[config.mk]
export PLATFORM = sky130hd
export DESIGN_NAME = trimmed_mean_frame_time
export DESIGN_NICKNAME = d
export VERILOG_FILES = /design/src/rtl/tmft_pkg.sv /design/src/rtl/tmft_ctrl.sv /design/src/rtl/tmft_dp.sv /design/src/rtl/trimmed_mean_frame_time.sv
export SDC_FILE = /design/constraint.sdc
export NUM_CORES = 1
export LEC_CHECK = 0
export ABC_AREA = 1
export BUFFER_PORTS_ARGS = -buffer_cell sky130_fd_sc_hd__buf_4
export CORE_ASPECT_RATIO = 1.5
export CORE_MARGIN = 2
export CORE_UTILIZATION = 40
export DETAILED_ROUTE_END_ITERATION = 10
export SLEW_MARGIN = 40
export SYNTH_ARGS = -nofsm -noshare
export SYNTH_HDL_FRONTEND = slang
export SYNTH_SLANG_ARGS = --single-unit
[constraint.sdc]
create_clock -name clk -period 11.9 [get_ports clk]
set_input_delay 2.38 -clock clk [delete_from_list [all_inputs] [get_ports clk]]
set_output_delay 2.38 -clock clk [all_outputs]
set_load 0.01 [all_outputs]
[src/rtl/tmft_pkg.sv]
`default_nettype none

package tmft_pkg;

    // Field widths fixed by the interface
    localparam int IN_W       = 24;   // delta_us
    localparam int OUT_W      = 28;   // mean_q4
    localparam int S_TDATA_W  = 24;
    localparam int M_TDATA_W  = 32;

    // Defaults for the top-level parameters
    localparam int WINDOW_DEF       = 11;
    localparam int TRIM_DEF         = 2;
    localparam int SAMPLE_WIDTH_DEF = 24;
    localparam int FRAC_BITS_DEF    = 4;

    // Every ring entry holds this after reset
    localparam int unsigned RESET_SAMPLE = 16667;

    // Quotient bits retired per divider cycle
    localparam int DIV_STEP = 8;

    typedef enum logic [2:0] {
        ST_IDLE,
        ST_RANK,
        ST_DLOAD,
        ST_DIV,
        ST_OUT
    } tmft_state_t;

    typedef struct packed {
        logic sample_write;  // store sample, clear rank index and sum
        logic rank_step;     // rank one entry, add it if inside the kept band
        logic div_load;      // load scaled sum into the divider
        logic div_step;      // one group of quotient bits
        logic out_load;      // move quotient into the output register
    } tmft_cmd_t;

    typedef struct packed {
        logic rank_last;
        logic div_last;
        logic out_free;
    } tmft_status_t;

endpackage

`default_nettype wire

[src/rtl/tmft_ctrl.sv]
`default_nettype none

module tmft_ctrl
    import tmft_pkg::*;
(
    input  wire logic         clk,
    input  wire logic         rst_n,
    input  wire logic         s_tvalid,
    output logic              s_tready,
    input  wire tmft_status_t status,
    output tmft_cmd_t         cmd
);

    tmft_state_t state_reg;
    tmft_state_t state_next;

    always_ff @(posedge clk or negedge rst_n)
    begin
        if (!rst_n)
        begin
            state_reg <= ST_IDLE;
        end
        else
        begin
            state_reg <= state_next;
        end
    end

    always_comb
    begin
        state_next = state_reg;
        cmd        = '0;
        s_tready   = 1'b0;
        case (state_reg)
            ST_IDLE:
            begin
                s_tready = 1'b1;
                if (s_tvalid)
                begin
                    cmd.sample_write = 1'b1;
                    state_next       = ST_RANK;
                end
            end
            ST_RANK:
            begin
                cmd.rank_step = 1'b1;
                if (status.rank_last)
                begin
                    state_next = ST_DLOAD;
                end
            end
            ST_DLOAD:
            begin
                cmd.div_load = 1'b1;
                state_next   = ST_DIV;
            end
            ST_DIV:
            begin
                cmd.div_step = 1'b1;
                if (status.div_last)
                begin
                    state_next = ST_OUT;
                end
            end
            ST_OUT:
            begin
                // wait until the previous beat has left
                if (status.out_free)
                begin
                    cmd.out_load = 1'b1;
                    state_next   = ST_IDLE;
                end
            end
            default:
            begin
                state_next = ST_IDLE;
            end
        endcase
    end

endmodule

`default_nettype wire

[src/rtl/tmft_dp.sv]
`default_nettype none

module tmft_dp
    import tmft_pkg::*;
#(
    parameter int WINDOW       = WINDOW_DEF,
    parameter int TRIM         = TRIM_DEF,
    parameter int SAMPLE_WIDTH = SAMPLE_WIDTH_DEF,
    parameter int FRAC_BITS    = FRAC_BITS_DEF
)
(
    input  wire logic             clk,
    input  wire logic             rst_n,
    input  wire logic [IN_W-1:0]  delta_us,
    input  wire tmft_cmd_t        cmd,
    output tmft_status_t          status,
    input  wire logic             m_tready,
    output logic                  m_tvalid,
    output logic [OUT_W-1:0]      mean_q4
);

    localparam int IDX_W    = $clog2(WINDOW);
    localparam int CNT_W    = $clog2(WINDOW + 1);
    localparam int SUM_W    = SAMPLE_WIDTH + $clog2(WINDOW);
    localparam int DVD_W    = SUM_W + FRAC_BITS;
    localparam int DIV_CYC  = (DVD_W + DIV_STEP - 1) / DIV_STEP;
    localparam int QW       = DIV_CYC * DIV_STEP;
    localparam int KEPT     = WINDOW - 2 * TRIM;
    // empty band sums to zero; dividing by one then yields zero
    localparam int KEPT_EFF = (KEPT > 0) ? KEPT : 1;
    localparam int REM_W    = $clog2(KEPT_EFF + 1) + 1;
    localparam int DCNT_W   = $clog2(DIV_CYC + 1);
    localparam int HI       = WINDOW - TRIM;

    logic [SAMPLE_WIDTH-1:0] ring_reg [WINDOW];
    logic [IDX_W-1:0]        slot_reg;
    logic [IDX_W-1:0]        idx_reg;
    logic [SUM_W-1:0]        acc_reg;
    logic [QW-1:0]           q_reg;
    logic [QW-1:0]           q_next;
    logic [REM_W-1:0]        rem_reg;
    logic [REM_W-1:0]        rem_next;
    logic [DCNT_W-1:0]       dcnt_reg;
    logic                    m_tvalid_reg;
    logic [OUT_W-1:0]        mean_reg;

    logic [SAMPLE_WIDTH-1:0] sample_sat;
    logic [SAMPLE_WIDTH-1:0] cur;
    logic [WINDOW-1:0]       lt;
    logic [CNT_W-1:0]        cnt;
    logic                    keep;
    logic [OUT_W-1:0]        mean_sat;

    // clamp input to the stored sample width
    generate
        if (SAMPLE_WIDTH >= IN_W)
        begin : g_wide
            assign sample_sat = SAMPLE_WIDTH'(delta_us);
        end
        else
        begin : g_narrow
            assign sample_sat = (|delta_us[IN_W-1:SAMPLE_WIDTH]) ?
                                {SAMPLE_WIDTH{1'b1}} : delta_us[SAMPLE_WIDTH-1:0];
        end
    endgenerate

    always_ff @(posedge clk or negedge rst_n)
    begin
        if (!rst_n)
        begin
            for (int k = 0; k < WINDOW; k++)
            begin
                ring_reg[k] <= SAMPLE_WIDTH'(RESET_SAMPLE);
            end
            slot_reg <= '0;
        end
        else if (cmd.sample_write)
        begin
            ring_reg[slot_reg] <= sample_sat;
            slot_reg <= (slot_reg == IDX_W'(WINDOW - 1)) ? '0 : slot_reg + 1'b1;
        end
    end

    // stable rank: ties broken by ring position
    always_comb
    begin
        cur = ring_reg[idx_reg];
        for (int j = 0; j < WINDOW; j++)
        begin
            lt[j] = (ring_reg[j] < cur) ||
                    ((ring_reg[j] == cur) && (IDX_W'(j) < idx_reg));
        end
        cnt  = CNT_W'($countones(lt));
        keep = (int'(cnt) >= TRIM) && (int'(cnt) < HI);
    end

    always_ff @(posedge clk)
    begin
        if (cmd.sample_write)
        begin
            idx_reg <= '0;
            acc_reg <= '0;
        end
        else if (cmd.rank_step)
        begin
            idx_reg <= idx_reg + 1'b1;
            if (keep)
            begin
                acc_reg <= acc_reg + SUM_W'(cur);
            end
        end
    end

    // restoring division by a constant, DIV_STEP bits per cycle
    always_comb
    begin
        logic [REM_W-1:0] t;
        logic [QW-1:0]    q;
        q = q_reg;
        t = rem_reg;
        for (int s = 0; s < DIV_STEP; s++)
        begin
            t = {t[REM_W-2:0], q[QW-1]};
            q = {q[QW-2:0], 1'b0};
            if (t >= REM_W'(KEPT_EFF))
            begin
                t    = t - REM_W'(KEPT_EFF);
                q[0] = 1'b1;
            end
        end
        q_next   = q;
        rem_next = t;
    end

    always_ff @(posedge clk)
    begin
        if (cmd.div_load)
        begin
            q_reg    <= QW'(acc_reg) << FRAC_BITS;
            rem_reg  <= '0;
            dcnt_reg <= '0;
        end
        else if (cmd.div_step)
        begin
            q_reg    <= q_next;
            rem_reg  <= rem_next;
            dcnt_reg <= dcnt_reg + 1'b1;
        end
    end

    generate
        if (QW > OUT_W)
        begin : g_sat
            assign mean_sat = (|q_reg[QW-1:OUT_W]) ? {OUT_W{1'b1}} : q_reg[OUT_W-1:0];
        end
        else
        begin : g_nosat
            assign mean_sat = OUT_W'(q_reg);
        end
    endgenerate

    always_ff @(posedge clk or negedge rst_n)
    begin
        if (!rst_n)
        begin
            m_tvalid_reg <= 1'b0;
        end
        else if (cmd.out_load)
        begin
            m_tvalid_reg <= 1'b1;
        end
        else if (m_tready)
        begin
            m_tvalid_reg <= 1'b0;
        end
    end

    always_ff @(posedge clk)
    begin
        if (cmd.out_load)
        begin
            mean_reg <= mean_sat;
        end
    end

    assign status.rank_last = (idx_reg == IDX_W'(WINDOW - 1));
    assign status.div_last  = (dcnt_reg == DCNT_W'(DIV_CYC - 1));
    assign status.out_free  = !m_tvalid_reg || m_tready;
    assign m_tvalid         = m_tvalid_reg;
    assign mean_q4          = mean_reg;

endmodule

`default_nettype wire

[src/rtl/trimmed_mean_frame_time.sv]
// Flow: IDLE takes a beat, RANK passes over the ring one entry per cycle, DLOAD loads the
//   dividend of SAMPLE_WIDTH + clog2(WINDOW) + FRAC_BITS bits, DIV runs the 8-bit-per-cycle
//   constant divider, and OUT waits while a previous beat is pending and m_tready is low.
//   A new input is accepted only once the result is loaded and the FSM is back in IDLE.
// Reset (rst_n, async, active low): ring entries all 16667, write slot 0, FSM idle,
//   no output beat pending. No clearing pass; an input is accepted right after reset.
`default_nettype none

module trimmed_mean_frame_time
    import tmft_pkg::*;
#(
    parameter int WINDOW       = WINDOW_DEF,        // ring depth, 5..32
    parameter int TRIM         = TRIM_DEF,          // dropped at each end, 1..8
    parameter int SAMPLE_WIDTH = SAMPLE_WIDTH_DEF,  // stored sample width, 16..40
    parameter int FRAC_BITS    = FRAC_BITS_DEF      // fraction bits of the mean, 0..16
)
(
    input  wire logic                 clk,
    input  wire logic                 rst_n,
    input  wire logic                 s_tvalid,
    output logic                      s_tready,
    input  wire logic [S_TDATA_W-1:0] s_tdata,   // [23:0] delta_us
    output logic                      m_tvalid,
    input  wire logic                 m_tready,
    output logic [M_TDATA_W-1:0]      m_tdata    // [27:0] mean_q4, [31:28] zero
);

    // Flow: an accepted beat is written over the oldest ring entry. The
    // controller then walks the ring one entry per cycle; each entry is ranked
    // against all others in parallel (ties ordered by position) and summed
    // if its rank falls inside the kept band. The sum, scaled by 2^FRAC_BITS,
    // goes through a restoring divider by the kept count. The quotient is
    // clamped to 28 bits and parked in the output register, so a new input
    // beat can be accepted while the previous result waits for m_tready.

    tmft_cmd_t        cmd;
    tmft_status_t     status;
    logic [OUT_W-1:0] mean_q4;

    tmft_ctrl u_ctrl (
        .clk      (clk),
        .rst_n    (rst_n),
        .s_tvalid (s_tvalid),
        .s_tready (s_tready),
        .status   (status),
        .cmd      (cmd)
    );

    tmft_dp #(
        .WINDOW       (WINDOW),
        .TRIM         (TRIM),
        .SAMPLE_WIDTH (SAMPLE_WIDTH),
        .FRAC_BITS    (FRAC_BITS)
    ) u_dp (
        .clk      (clk),
        .rst_n    (rst_n),
        .delta_us (s_tdata[IN_W-1:0]),
        .cmd      (cmd),
        .status   (status),
        .m_tready (m_tready),
        .m_tvalid (m_tvalid),
        .mean_q4  (mean_q4)
    );

    assign m_tdata = M_TDATA_W'(mean_q4);

`ifndef SYNTHESIS
    // one beat at a time: input closes right after an accept
    a_one_in_flight: assert property (@(posedge clk) disable iff (!rst_n)
        (s_tvalid && s_tready) |=> !s_tready)
        else $error("input accepted while an item is in flight");

    // a result never overwrites a beat still waiting
    a_no_overwrite: assert property (@(posedge clk) disable iff (!rst_n)
        cmd.out_load |-> (!m_tvalid || m_tready))
        else $error("output register overwritten");

    // loading the output returns the block to idle
    a_back_to_idle: assert property (@(posedge clk) disable iff (!rst_n)
        cmd.out_load |=> (s_tready && m_tvalid))
        else $error("no return to idle after output load");
`endif

endmodule

`default_nettype wire

==> results.py, run 1 <==
metrics = {
    "clock_network": {
        "cts.sinks": 370,
        "numCtsBuffers": 39,
        "cts_tree": "done",
        "cts_setup_buffers": 0,
        "clockBufferDepth": 3,
        "cts.clk_slew.worst_paths_ps": 60,
        "htreeDepth": 2,
        "clock_latency_ps": 570,
        "cts_root_buf": "clkbuf_16",
        "ctsHoldBuffers": 0,
        "cts.repair.resized": 0,
    },
    "synth": {
        "yosysTopAreaCell": "dfrtp_1",
        "ys_warn_count": 0,
        "postSynthAreaPerCell_um2": 8.218,
        "async_reset_ff_share_pct": 73.51,
        "syn_area_um2": 23680,
        "synth_seq_cells": 370,
        "synthTopCellsByArea": "dfrtp_1, ha_1, o21ai_0",
        "syn_inst": 2881,
        "ys_seq_area_share_pct": 39.75,
        "synth_edf_count": 56,
        "synth_top_flop_cell": "dfrtp_1",
        "ys_types": 55,
        "synth_top_area_share_pct": 21.77,
    },
    "floorplan": {
        "die-area_um2": 61190,
        "io_pins": 62,
        "initial_core_util_pct": 40.28,
        "die_h_um": 302.0,
        "die_w_um": 202.6,
        "core_area_um2": 58780,
        "num_rows": 109,
    },
    "timing": {
        "fin_crit_ps": 9190,
        "finalMaxSlewViolations": 0,
        "finalHoldViolations": 0,
        "finalCritPeriodShare_pct": 77.23,
        "relSlewSlack_pct": 43.23,
        "tightest_slew_ps": 845.0,
        "rsz0062_at_grt": "false",
        "clock_skew_ps": 36.70,
        "tns_ps": 0,
        "setup_viol": 0,
        "max_freq_ghz": 0.1088,
    },
    "drt": {
        "first_iter_violations": 1450,
        "wire_per_inst_um": 22.66,
        "wirelength_mm": 84.36,
        "antenna_left": 0,
        "num_vias": 20790,
        "dr.pass1.iters": 5,
        "drt-vias-per-instance": 5.585,
        "drcViolationCount": 0,
    },
    "setup_path": {
        "worstSetupPathType": "register to register",
        "startpoint_type": "register",
        "endpoint_kind": "register",
        "cpMostUsedCell": "inv_1",
        "critical-path-max-stage-delay_ps": 630,
        "slowest_stage": "nor2_1",
        "arrival_ps": 9620,
        "path_max_fanout": 61,
        "critPathRequiredTime_ps": 12330,
    },
    "cells_and_area": {
        "final_cell_mix": "nand2_1, o21ai_0, inv_1, ha_1, a21oi_1",
        "largest_register_ffs": 264,
        "final_nets": 3260,
        "final_common_cell": "nand2_1",
        "drive_gt1_share_pct": 10.96,
        "antennaDiodeCount": 0,
        "area_growth_pct": 12.57,
    },
    "hold_path": {
        "hp-class": "register to register",
    },
    "placed_design": {
        "port_buffers": 57,
        "dp.final_hpwl_mm": 63.15,
        "gp_congestion": 0.9675,
    },
    "outcome": {
        "status": "completed",
    },
    "global_routing": {
        "grt_max_degree": 73,
        "antenna_found_initial": 0,
        "grt_overflow": 0,
        "grt_pass1_wl_mm": 126.8,
        "grtUsageTotal_pct": 27.62,
        "grt_pass1_vias": 20580,
    },
    "job": {
        "drv_cap": 0,
    },
}
==> cell usage after synthesis, drive strengths merged (4+ instances only) <==
cell / instances
inv: 342
nand3b: 8
o2111ai: 5
dfstp: 66
nand3: 61
nor4: 5
dfxtp: 42
edfxtp: 56
nand2: 518
o22ai: 47
o21a: 6
o221ai: 5
o41ai: 5
o21ai: 429
a2111oi: 24
nand4: 25
fa: 7
o221a: 4
clkbuf: 110
ha: 309
xnor2: 13
buf: 13
xor2: 11
a21oi: 255
a31oi: 5
dfrtp: 206
a211oi: 39
o211ai: 12
nor2: 198
nor3: 27
==> path summary, 6_finish.rpt <==
check | startpoint | slack (ps) | end | cells past startpoint
hold / removal | u_dp.acc_reg[0] | 480 | u_dp.acc_reg[0] | 2
max in group asynchronous | rst_n | 8460 | u_dp.ring_reg[85] | 3
setup / recovery | u_dp.idx_reg[0] | 2710 | u_dp.acc_reg[27] | 33
min in group asynchronous | rst_n | 1790 | u_dp.slot_reg[1] | 1
hold reg to reg | u_dp.acc_reg[0] | 480 | u_dp.acc_reg[0] | 2
setup reg to reg | u_dp.idx_reg[0] | 2710 | u_dp.acc_reg[27] | 33
==> critical path, delay by kind of cell (launching register included) <==
family | cells | cell delay [ps]
AND/OR/NAND/NOR | 6 | 1330
flip-flops | 1 | 610
adder cells (fa/ha/maj) | 7 | 2700
AO/OA/AOI/OAI | 11 | 2180
buffers and inverters | 9 | 2160
==> kinds of logic (layout without fill, tap and decap cells) <==
kind of cell	after synthesis	count (layout)	share of synthesized area (%)
buf+inv	468	530	7.488
simple gates	848	848	15.01
fa+ha+maj	316	316	16.92
flops	370	370	39.75
compound gates	854	854	19.92
other cells	1	4	0.01584
xor+xnor	24	24	0.8878
==> routing by layer <==
metal / track usage (%) / up-vias / routed length, um
li1: - / 9940 / -
met5: 0 / - / 0
met2: 50.43 / 671 / 43140
met1: 30.26 / 9947 / 31470
met3: 2.995 / 235 / 3546
met4: 18.20 / 0 / 6200
==> through the flow <==
stage	hold slack [ps]	setup WS (ps)	utilization, %	cells	cell area, um2
floorplan	443.4	3677	-	2884	23690
global placement	465.4	2267	42.96	3652	25250
detailed placement	472.0	2811	43.04	3652	25300
CTS	480.4	2780	45.33	3723	26650
global route	514.1	2110	45.34	3723	26650
finish	479.4	2710	45.34	3723	26650
==> final cells by class <==
| class | count | area (um2) |
|---|---|---|
| timing repair buffer | 114 | 874.6 |
| sequential | 370 | 9417 |
| fill | 5664 | 32130 |
| clock buffer | 48 | 1051 |
| inverter | 345 | 1296 |
| multi-input combinational | 2046 | 12740 |
| tap | 777 | 972.2 |
| clock inverter | 23 | 296.5 |
Power of run 1 is left out: the tool's default activity adds up to more than one toggle a clock period on the data nets, which glitch-free logic cannot reach.
==> run 2, diff against run 1 <==
==> constraint.sdc (replaced) <==
create_clock -name clk -period 8.6 [get_ports clk]
set_input_delay 1.72 -clock clk [delete_from_list [all_inputs] [get_ports clk]]
set_output_delay 1.72 -clock clk [all_outputs]
set_load 0.01 [all_outputs]
==> results.py, run 2 (synthesis results as in run 1) <==
metrics = {
    "clock_network": {
        "cts_tree": "done",
        "cts.repair.resized": 0,
        "clock_latency_ps": 570,
        "ctsHoldBuffers": 0,
        "cts.clk_slew.worst_paths_ps": 60,
        "cts.sinks": 370,
        "htreeDepth": 2,
        "cts_root_buf": "clkbuf_16",
        "clockBufferDepth": 3,
        "numCtsBuffers": 39,
        "cts_setup_buffers": 0,
    },
    "setup_path": {
        "endpoint_kind": "register",
        "reg2reg_to": "u_dp.acc_reg[9]",
        "startpoint_type": "register",
        "r2r_slack_ps": 350,
        "slowest_stage": "o41ai_1",
        "r2r-start": "u_dp.idx_reg[2]",
        "worstSetupPathType": "register to register",
        "worstRegToRegCells": 33,
        "cpMostUsedCell": "inv_1",
        "critPathRequiredTime_ps": 9110,
        "path_max_fanout": 36,
        "arrival_ps": 8760,
        "critical-path-max-stage-delay_ps": 670,
    },
    "outcome": {
        "status": "completed",
    },
    "global_routing": {
        "grt_pass1_wl_mm": 126.3,
        "grt_overflow": 0,
        "grtUsageTotal_pct": 27.23,
        "grt_max_degree": 76,
        "grt_pass1_vias": 21060,
        "antenna_found_initial": 1,
    },
    "cells_and_area": {
        "seq_area_um2": 9417,
        "final_common_cell": "nand2_1",
        "area_growth_pct": 12.82,
        "antennaDiodeCount": 0,
        "final_nets": 3275,
        "final_cell_mix": "nand2_1, o21ai_0, inv_1, ha_1, a21oi_1",
        "largest_register_ffs": 264,
        "drive_gt1_share_pct": 11.21,
        "finish.utilization_pct": 45.44,
        "multi_input_area_um2": 12730,
        "fill_cells": 5754,
    },
    "hold_path": {
        "min_to": "u_dp.acc_reg[0]",
        "hp-class": "register to register",
        "hold_path_depth": 2,
        "holdCritStartpoint": "u_dp.acc_reg[0]",
    },
    "floorplan": {
        "num_rows": 109,
        "die_w_um": 202.6,
        "initial_core_util_pct": 40.28,
        "core_area_um2": 58780,
        "die_h_um": 302.0,
        "io_pins": 62,
        "die-area_um2": 61190,
    },
    "job": {
        "drv_cap": 0,
    },
    "drt": {
        "first_iter_violations": 1461,
        "drt-vias-per-instance": 5.620,
        "wirelength_mm": 83.32,
        "wire_per_inst_um": 22.29,
        "antenna_left": 0,
        "drcViolationCount": 0,
        "num_vias": 21010,
        "dr.pass1.iters": 6,
    },
    "timing": {
        "finalMaxSlewViolations": 0,
        "setup_viol": 0,
        "max_freq_ghz": 0.1212,
        "relSlewSlack_pct": 41.17,
        "tightest_slew_ps": 877.0,
        "finalHoldViolations": 0,
        "tns_ps": 0,
        "rsz0062_at_grt": "false",
        "fin_crit_ps": 8252,
        "finalCritPeriodShare_pct": 95.95,
        "clock_skew_ps": 21.79,
    },
    "placed_design": {
        "dp.final_hpwl_mm": 62.23,
        "port_buffers": 57,
        "gp_congestion": 0.9630,
    },
}
[run 2: cell count changes in the layout (fill, tap and decap cells not counted), moves of 2 or more]
cell,previous run,this run
bufinv_16,6,2
clkinv_2,7,5
nand2_2,15,13
nand2_1,498,500
clkbuf_1,6,8
inv_2,4,2
buf_4,110,121
buf_12,0,4
clkbuf_8,2,4
clkinvlp_4,2,6
inv_1,337,339
[run 2: worst max-delay path: cells and delay by family, from the launching register on]
family | cells | cell delay (ps)
adders and majority gates | 7 | 2770
DFF | 1 | 370
AOI/OAI and AO/OA | 6 | 1560
and+or+nand+nor | 8 | 1510
buffers and inverters | 12 | 1970
[run 2: how the worst max path moves through the flow]
stage	from	end	slack, ps
after floorplan	u_dp.idx_reg[0]	u_dp.acc_reg[27]	380
final	u_dp.idx_reg[2]	u_dp.acc_reg[9]	350
after global placement	u_dp.idx_reg[2]	u_dp.acc_reg[10]	560
after CTS	u_dp.idx_reg[2]	u_dp.acc_reg[9]	440
after detailed placement	u_dp.idx_reg[2]	u_dp.acc_reg[9]	420
after global routing	u_dp.idx_reg[2]	u_dp.acc_reg[5]	30
[run 2: stage by stage]
stage / hold slack [ps] / instances / cell area [um2] / worst slack [ps]
2_1_floorplan: 443.4 / 2884 / 23690 / 377.3
3_3_place_gp: 468.4 / 3665 / 25390 / 558.0
3_5_place_dp: 481.7 / 3667 / 25440 / 422.2
4_1_cts: 494.7 / 3738 / 26710 / 439.1
5_1_grt: 518.3 / 3738 / 26710 / 27.11
6_report: 492.0 / 3738 / 26710 / 348.5
[run 2: per-layer routing]
| layer | share of wire (%) | GRT usage (%) |
|---|---|---|
| met2 | 49 | 48.31 |
| met5 | 0.017 | 0 |
| met3 | 5.2 | 4.051 |
| met1 | 37 | 29.26 |
| met4 | 8.8 | 20.68 |
[run 2: cell type report]
type	instances	share of cell area, %
clock buffers	52	4.066
clock inverters	19	0.6792
inverters	345	4.853
multi-input cells	2046	47.65
flip-flops and latches	370	35.25
well taps	777	3.640
repair buffers	129	3.860
Power of run 2 is left out for the same reason.
==> run 3, diff against run 2 <==
--- a/config.mk
+++ b/config.mk
@@ -7,10 +7,13 @@
 export LEC_CHECK = 0
 export ABC_AREA = 1
 export BUFFER_PORTS_ARGS = -buffer_cell sky130_fd_sc_hd__buf_4
+export CELL_PAD_IN_SITES_DETAIL_PLACEMENT = 0
+export CELL_PAD_IN_SITES_GLOBAL_PLACEMENT = 2
 export CORE_ASPECT_RATIO = 1.5
 export CORE_MARGIN = 2
-export CORE_UTILIZATION = 40
+export CORE_UTILIZATION = 39
 export DETAILED_ROUTE_END_ITERATION = 10
+export PLACE_DENSITY_LB_ADDON = 0.1
 export SLEW_MARGIN = 40
 export SYNTH_ARGS = -nofsm -noshare
 export SYNTH_HDL_FRONTEND = slang
==> results.py, run 3 (synthesis results as in run 1) <==
metrics = {
    "timing": {
        "relSlewSlack_pct": 42.22,
        "clock_skew_ps": 14.27,
        "tns_ps": 0,
        "fin_crit_ps": 8079,
        "max_freq_ghz": 0.1238,
        "rsz0062_at_grt": "false",
        "tightest_slew_ps": 865.0,
        "setup_viol": 0,
        "finalCritPeriodShare_pct": 93.95,
        "finalHoldViolations": 0,
        "finalMaxSlewViolations": 0,
    },
    "cells_and_area": {
        "area_growth_pct": 14.82,
        "final_common_cell": "nand2_1",
        "final_cell_mix": "nand2_1, o21ai_0, inv_1, ha_1, a21oi_1",
        "multi_input_area_um2": 12830,
        "antennaDiodeCount": 0,
        "drive_gt1_share_pct": 11.96,
        "largest_register_ffs": 264,
        "fill_cells": 6083,
        "seq_area_um2": 9417,
        "final_nets": 3297,
    },
    "floorplan": {
        "die_h_um": 305.8,
        "die-area_um2": 62740,
        "die_w_um": 205.2,
        "initial_core_util_pct": 39.46,
        "core_area_um2": 60010,
        "num_rows": 110,
        "io_pins": 62,
    },
    "global_routing": {
        "grt_pass1_wl_mm": 131.4,
        "antenna_found_initial": 2,
        "grt_pass1_vias": 20580,
        "grtUsageTotal_pct": 28.66,
        "use_met1_pct": 30.48,
        "use_met2_pct": 52.41,
        "use_met3_pct": 2.878,
        "grt_overflow": 0,
        "grt_max_degree": 64,
        "grt-busiest-layer": "met2",
    },
    "setup_path": {
        "path_max_fanout": 40,
        "worstSetupPathType": "register to register",
        "slowest_stage": "fa_1",
        "endpoint_kind": "register",
        "critical-path-max-stage-delay_ps": 550,
        "cpMostUsedCell": "inv_1",
        "r2r_slack_ps": 520,
        "arrival_ps": 8620,
        "startpoint_type": "register",
        "critPathRequiredTime_ps": 9140,
    },
    "clock_network": {
        "htreeDepth": 2,
        "clock_latency_ps": 590,
        "cts_tree": "done",
        "numCtsBuffers": 43,
        "cts.clk_slew.worst_paths_ps": 60,
        "cts_root_buf": "clkbuf_16",
        "cts.sinks": 370,
        "ctsHoldBuffers": 0,
        "clockBufferDepth": 3,
    },
    "placed_design": {
        "port_buffers": 57,
        "dp.final_hpwl_mm": 69.48,
        "gp_congestion": 0.9444,
    },
    "drt": {
        "drcViolationCount": 0,
        "drt-vias-per-instance": 5.479,
        "dr.pass1.iters": 5,
        "antenna_left": 0,
        "num_vias": 20660,
        "wire_per_inst_um": 23.79,
        "wirelength_mm": 89.67,
        "first_iter_violations": 1221,
    },
    "outcome": {
        "status": "completed",
    },
    "job": {
        "drv_cap": 0,
    },
    "hold_path": {
        "hp-class": "register to register",
    },
}
[run 3: cell types whose count changed in the layout (fill, tap and decap cells not counted), moves of 3 or more]
cell and delta:
clkbuf_16 +5, a2111oi_4 +6, clkbuf_8 +3, clkbuf_1 +4
buf_16 +3, a2111oi_2 -6, buf_4 +19, clkinvlp_4 -4
inv_6 -3
[run 3: per-layer routing]
layer | routed length [um] | part of all wire [%]
met2 | 46390 | 52
met4 | 7376 | 8.2
met1 | 32800 | 37
met5 | 0 | 0
met3 | 3104 | 3.5
[run 3: worst max-delay path, delay by kind of cell, from the launching register on]
kind | cells | cell delay (ps)
AOI/OAI and AO/OA | 6 | 1500
adders and majority gates | 7 | 2780
and+or+nand+nor | 7 | 1800
buffers and inverters | 11 | 1540
DFF | 1 | 380
[run 3: path summary, 6_finish.rpt]
kind | cells after the start | from | to
worst min-delay path | 2 | u_dp.acc_reg[2] | u_dp.acc_reg[2]
max in group asynchronous | 3 | rst_n | u_dp.ring_reg[124]
worst min register to register | 2 | u_dp.acc_reg[2] | u_dp.acc_reg[2]
worst max register to register | 31 | u_dp.idx_reg[2] | u_dp.acc_reg[5]
worst max-delay path | 31 | u_dp.idx_reg[2] | u_dp.acc_reg[5]
min in group asynchronous | 1 | rst_n | u_dp.ring_reg[183]
[run 3: final cells by class]
| cell class | instances | share of cell area, % |
|---|---|---|
| multi-input cells | 2046 | 47.20 |
| well taps | 784 | 3.608 |
| repair buffers | 147 | 4.446 |
| inverters | 345 | 4.796 |
| clock buffers | 64 | 4.662 |
| clock inverters | 14 | 0.6490 |
| flip-flops and latches | 370 | 34.64 |
[run 3: through the flow]
stage	util, %	area [um2]	hold WS (ps)	setup WS [ps]	instances
2_1_floorplan	-	23690	443.4	377.3	2884
3_3_place_gp	42.51	25510	463.4	284.3	3686
3_5_place_dp	42.76	25660	469.9	372.8	3689
4_1_cts	45.17	27100	478.9	328.6	3767
5_1_grt	45.30	27180	513.0	95.77	3770
6_report	45.30	27180	478.3	520.6	3770
[run 3: repair_timing]
item,in CTS,in global routing
buffers inserted,0,3
resized for setup,0,5
endpoints found under the setup margin,0,21
Power of run 3 is left out for the same reason.
